**src/rtl/gdsf_pkg.sv**
```systemverilog
// Package for the GDSF cache policy block: field widths, the slot entry type,
// the controller state type and register codes. No dependencies.
package gdsf_pkg;

  localparam int unsigned KeyW         = 32;
  localparam int unsigned SizeW        = 32;
  localparam int unsigned HitsW        = 32;
  localparam int unsigned PrioW        = 64;
  localparam int unsigned CntW         = 32;
  localparam int unsigned EvcW         = 7;
  localparam int unsigned DefaultSlots = 64;
  localparam int unsigned DivSteps     = 64;
  localparam int unsigned DivCntW      = 6;
  localparam int unsigned ApbAddrW     = 3;
  localparam int unsigned ApbDataW     = 32;

  localparam logic [SizeW-1:0] CapReset = 32'h0010_0000;
  localparam logic             CmdClear = 1'b1;
  localparam logic             RegCap   = 1'b0;  // register index bit paddr[2]

  // one slot of the policy table
  typedef struct packed {
    logic             valid;
    logic [KeyW-1:0]  key;
    logic [SizeW-1:0] size;
    logic [HitsW-1:0] hits;
    logic [PrioW-1:0] prio;
  } entry_t;

  typedef enum logic [2:0] {
    S_IDLE,
    S_SCAN,
    S_EVAL,
    S_DIVGO,
    S_DIV,
    S_WRITE,
    S_DONE
  } state_e;

endpackage

```
**src/rtl/gdsf_div.sv**
```systemverilog
// Restoring divider for (num << 32) / den, one quotient bit per cycle.
// Depends on gdsf_pkg.
module gdsf_div import gdsf_pkg::*; (
  input  logic             clk_i,
  input  logic             rst_ni,
  input  logic             start_i,
  input  logic [HitsW-1:0] num_i,
  input  logic [SizeW-1:0] den_i,
  output logic             done_o,
  output logic [PrioW-1:0] quo_o
);

  logic               busy_q, done_q;
  logic [DivCntW-1:0] cnt_q;
  logic [SizeW-1:0]   rem_q, den_q;
  logic [PrioW-1:0]   dvd_q;
  logic [SizeW:0]     trial, diff;
  logic               ge;

  // trial subtract of the next dividend bit
  assign trial = {rem_q, dvd_q[PrioW-1]};
  assign ge    = trial >= {1'b0, den_q};
  assign diff  = trial - {1'b0, den_q};

  always_ff @(posedge clk_i or negedge rst_ni) begin
    if (!rst_ni) begin
      busy_q <= 1'b0;
      done_q <= 1'b0;
      cnt_q  <= '0;
    end else begin
      done_q <= 1'b0;
      if (start_i) begin
        busy_q <= 1'b1;
        cnt_q  <= '0;
      end else if (busy_q) begin
        cnt_q <= cnt_q + 1'b1;
        if (cnt_q == DivCntW'(DivSteps - 1)) begin
          busy_q <= 1'b0;
          done_q <= 1'b1;
        end
      end
    end
  end

  always_ff @(posedge clk_i) begin
    if (start_i) begin
      rem_q <= '0;
      dvd_q <= {num_i, {SizeW{1'b0}}};
      den_q <= den_i;
    end else if (busy_q) begin
      rem_q <= ge ? diff[SizeW-1:0] : trial[SizeW-1:0];
      dvd_q <= {dvd_q[PrioW-2:0], ge};
    end
  end

  assign done_o = done_q;
  assign quo_o  = dvd_q;

endmodule

```
**config.mk**
```make
export PLATFORM = sky130hd
export DESIGN_NAME = gdsf_div
export DESIGN_NICKNAME = d
export VERILOG_FILES = /design/src/rtl/gdsf_pkg.sv /design/src/rtl/gdsf_div.sv
export SDC_FILE = /design/constraint.sdc
export NUM_CORES = 1
export LEC_CHECK = 0
export BUFFER_PORTS_ARGS = -buffer_cell sky130_fd_sc_hd__buf_2
export CAP_MARGIN = 20
export CORE_ASPECT_RATIO = 0.75
export CORE_MARGIN = 4
export CORE_UTILIZATION = 55
export CTS_CLUSTER_DIAMETER = 120
export DETAILED_ROUTE_END_ITERATION = 10
export PLACE_DENSITY = 0.79
export SLEW_MARGIN = 20
export SYNTH_ARGS = -nofsm -noshare
export SYNTH_HDL_FRONTEND = slang
export SYNTH_SLANG_ARGS = --single-unit
export TNS_END_PERCENT = 5
```
**constraint.sdc**
```tcl
create_clock -name clk_i -period 3.5 [get_ports clk_i]
set_clock_uncertainty 0.05 [all_clocks]
set_input_delay 0.7 -clock clk_i [delete_from_list [all_inputs] [get_ports clk_i]]
set_output_delay 0.7 -clock clk_i [all_outputs]
set_load 0.02 [all_outputs]
```
==> out/metrics.json <==
{
  "all_layer_gr_usage_pct": 21.9,
  "timing.setup.tns_ns": 0,
  "synth_compound_area_share_pct": 17.8,
  "cts_made_buffers": 17,
  "fill_cells": 955,
  "synth_largest_area_cell": "edfxtp_1",
  "power_density_mw_per_mm2": 690,
  "multiInputGateArea_mm2": 0.00319,
  "netlist_area_mm2": 0.00692,
  "yosys-top-cells-area": "edfxtp_1 28%, dfxtp_1 19%, mux2i_1 8.1%, ha_1 6.0%, nor2_1 4.7%",
  "worst_ep_required_time_ns": 3.75,
  "final_antenna_violating_net_count": 0,
  "clock_sinks": 136,
  "critPathCaptureType": "flip-flop",
  "dp_hpwl_um": 10900,
  "netlist_instances": 669,
  "worst_path_largest_cell_delay_ns": 0.62,
  "critical_path.cell_chain": "inv_1 > ha_1 > o21a_2 > o211ai_1 > a311o_1 > a31oi_2 > o2111ai_2 > a21oi_4 > a21oi_2 > nor3_1 > a2111oi_0",
  "seqCellArea_mm2": 0.00341,
  "clockRootBuffer": "clkbuf_16",
  "drc": 0,
  "criticalPathCategory": "reg2reg",
  "layout_min_cycle_time_ns": 3.17,
  "core_area_mm2": 0.0123,
  "synth.most_common_cell": "nor2_1",
  "ir_worst_vdd_v": 0.000537,
  "synthesis.nets": 770,
  "slew_headroom_pct": 39.7,
  "grt_max_degree": 71,
  "fmax_mhz": 315,
  "drive_above_1_share_pct": 22.6,
  "result_of_the_run": "finished clean",
  "tcrit_tclk_final_pct": 90.6,
  "chipHeight_um": 105,
  "antennaDiodeCount": 0,
  "dr.pass1.iters": 5,
  "port_buffers": 131,
  "grt_first_pass_wirelength_um": 25500,
  "synth.ff_latch_count": 136,
  "globalRoute.totalOverflow": 0,
  "routed_wl_um": 15400,
  "cp_max_fo": 15,
  "yosys_most_used_dff": "edfxtp_1",
  "hold_violations": 0,
  "place_congestion": 0.901,
  "syn_area_per_cell_um2": 10.3,
  "floorplan.initialDensity_pct": 56.2,
  "synth_top_family_by_area": "compound AO/OA/AOI/OAI gates",
  "vias": 5503,
  "setup.worst_path.start_class": "flip-flop",
  "tightest_hold_check_type": "in2async",
  "rsz0062_at_grt": "false",
  "post_layout_nets": 892,
  "netlist.area_leader.share_pct": 27.8,
  "per_cell_via_count_in_the_routed_design": 5.67,
  "synth.distinct_cells": 65,
  "synthMuxAreaShare_pct": 8.10,
  "insertion_delay_ns": 0.41,
  "rows": 35,
  "final-setup-viol-count": 0,
  "h_tree_lvls": 4,
  "yosys.area_share.simple_pct": 10.6,
  "die_w_um": 138,
  "synth.yosys.warnings": 0,
  "post_synth_edffs": 64,
  "top_level_ports": 132,
  "dieArea_mm2": 0.0145,
  "cp_top_family": "compound AO/OA/AOI/OAI gates",
  "cp_num_buf_inv": 1,
  "cts-root-to-sink-buffers": 2,
  "grt_antenna_before_repair": 0,
  "synth-adder-area-share_pct": 6.26,
  "worst-endpoint-arrival_ns": 3.42,
  "max_cap_viol_count": 0,
  "dr.first_iter.drc_count": 519,
  "hold_buffers": 0,
  "drt-wirelength-per-cell_um": 15.9,
  "synth_commonest_cells": "86 x nor2_1, 64 x dfxtp_1, 64 x edfxtp_1",
  "worst_setup_hold_path_clk_slew_ns": 0.06,
  "tritoncts": "done",
  "worstMarginPinSlew_ns": 0.904,
  "synthArstFlopShare_pct": 5.88,
  "placement.cell_area_mm2": 0.00769,
  "grt_pass1_vias": 5249,
  "area.growth.synth_to_final_pct": 19.5,
  "crit_slowest_cell": "a21oi_2",
  "power_leakage_nw": 3.90,
  "synth_seq_area_share_pct": 49.2,
  "drv_slew": 0,
  "synth_xor_area_share_pct": 3.29,
  "final_area_mm2": 0.00827
}
-- metal layers --
layer  vias to the layer above  track usage, %  routed length [µm]
li1                       2698               -                   -
met1                      2606            31.3                7360
met2                       180            32.8                6910
met3                        19            4.86                 948
met4                         0            7.41                 229
met5                         -               0                   0
-- report_power, final --
| group | internal, W | switching (W) |
|---|---|---|
| clock | 0.000996 | 0.000690 |
| sequential | 0.00189 | 0.000153 |
| combinational | 0.000833 | 0.00114 |
-- stage by stage --
step	hold slack, ns	util, %	total power (W)	instances	setup WS (ns)
after floorplan	0.354	-	0.00359	669	0.502
after global routing	0.0644	67.2	0.00607	970	0.0625
after CTS	0.0584	67.1	0.00571	970	0.243
final	0.0710	67.2	0.00571	970	0.327
after global placement	0.428	62.5	0.00395	938	0.483
after detailed placement	0.446	62.5	0.00401	938	0.286
-- flip-flops by register name, indices dropped and copies added, names as in the netlist --
name and count:
quo_o 64, cnt_q 6, busy_q 1, done_o 1
den_q 32, rem_q 32
-- path summary, 6_finish.rpt --
| kind | start | to | slack, ns | cells past startpoint |
|---|---|---|---|---|
| worst max-delay path | den_q[5]$_DFFE_PP_ | rem_q[22]$_SDFFE_PP0P_ | 0.33 | 11 |
| worst min-delay path | rst_ni | cnt_q[4]$_DFFE_PN0P_ | 0.07 | 1 |
| worst max register to register | den_q[5]$_DFFE_PP_ | rem_q[22]$_SDFFE_PP0P_ | 0.33 | 11 |
| worst min register to register | rem_q[23]$_SDFFE_PP0P_ | rem_q[23]$_SDFFE_PP0P_ | 0.45 | 2 |
| max in group asynchronous | rst_ni | busy_q$_DFF_PN0_ | 3.12 | 1 |
| min in group clk_i | den_i[5] | den_q[5]$_DFFE_PP_ | 0.41 | 1 |
-- logic make-up (layout without fill, tap and decap cells) --
logic type	count (synthesis)	after routing
AOI/OAI and AO/OA	167	167
xor gates and xnor gates	26	26
adders and majority gates	34	34
buffers and inverters	83	218
DFF	136	136
muxes	56	56
and+or+nand+nor	167	167
-- worst reg2reg max path, cell delays in order, from the launching register on --
cell	delay, ns
edfxtp_1	0.37
inv_1	0.07
ha_1	0.27
o21a_2	0.24
o211ai_1	0.22
a311o_1	0.20
a31oi_2	0.14
o2111ai_2	0.31
a21oi_4	0.11
a21oi_2	0.62
nor3_1	0.11
a2111oi_0	0.33
-- area by class of cell --
class,instances,share of cell area (%)
inverter,47,2.13
sequential,136,41.2
timing repair buffer,139,8.69
multi-input combinational,450,38.6
clock inverter,12,1.04
tap,166,2.51
clock buffer,20,5.80
-- layout by cell type, fill, tap and decap left out, drive strengths merged, types with 4 or more instances in the layout --
cell type,instances
buf,139
edfxtp,64
ha,33
a22o,31
a211oi,22
nor3,7
clkinv,8
o311ai,4
nand3,6
clkbuf,20
a31oi,6
a21o,13
dfxtp,64
xor2,11
o21ai,21
xnor2,15
and3,4
dfrtp,8
inv,51
nand2b,4
mux2i,56
a311oi,6
nor2,86
a21oi,34
nand4,11
nand2,35
o21a,7
-- timing repair --
| item | 4_1_cts | 5_1_grt |
|---|---|---|
| endpoints found under the setup margin | 0 | 1 |
| buffers inserted | 0 | 0 |
| hold endpoints to repair | 0 | 0 |
| gates resized for setup | 0 | 1 |
Note: power is estimated with default switching activity, not from simulation.
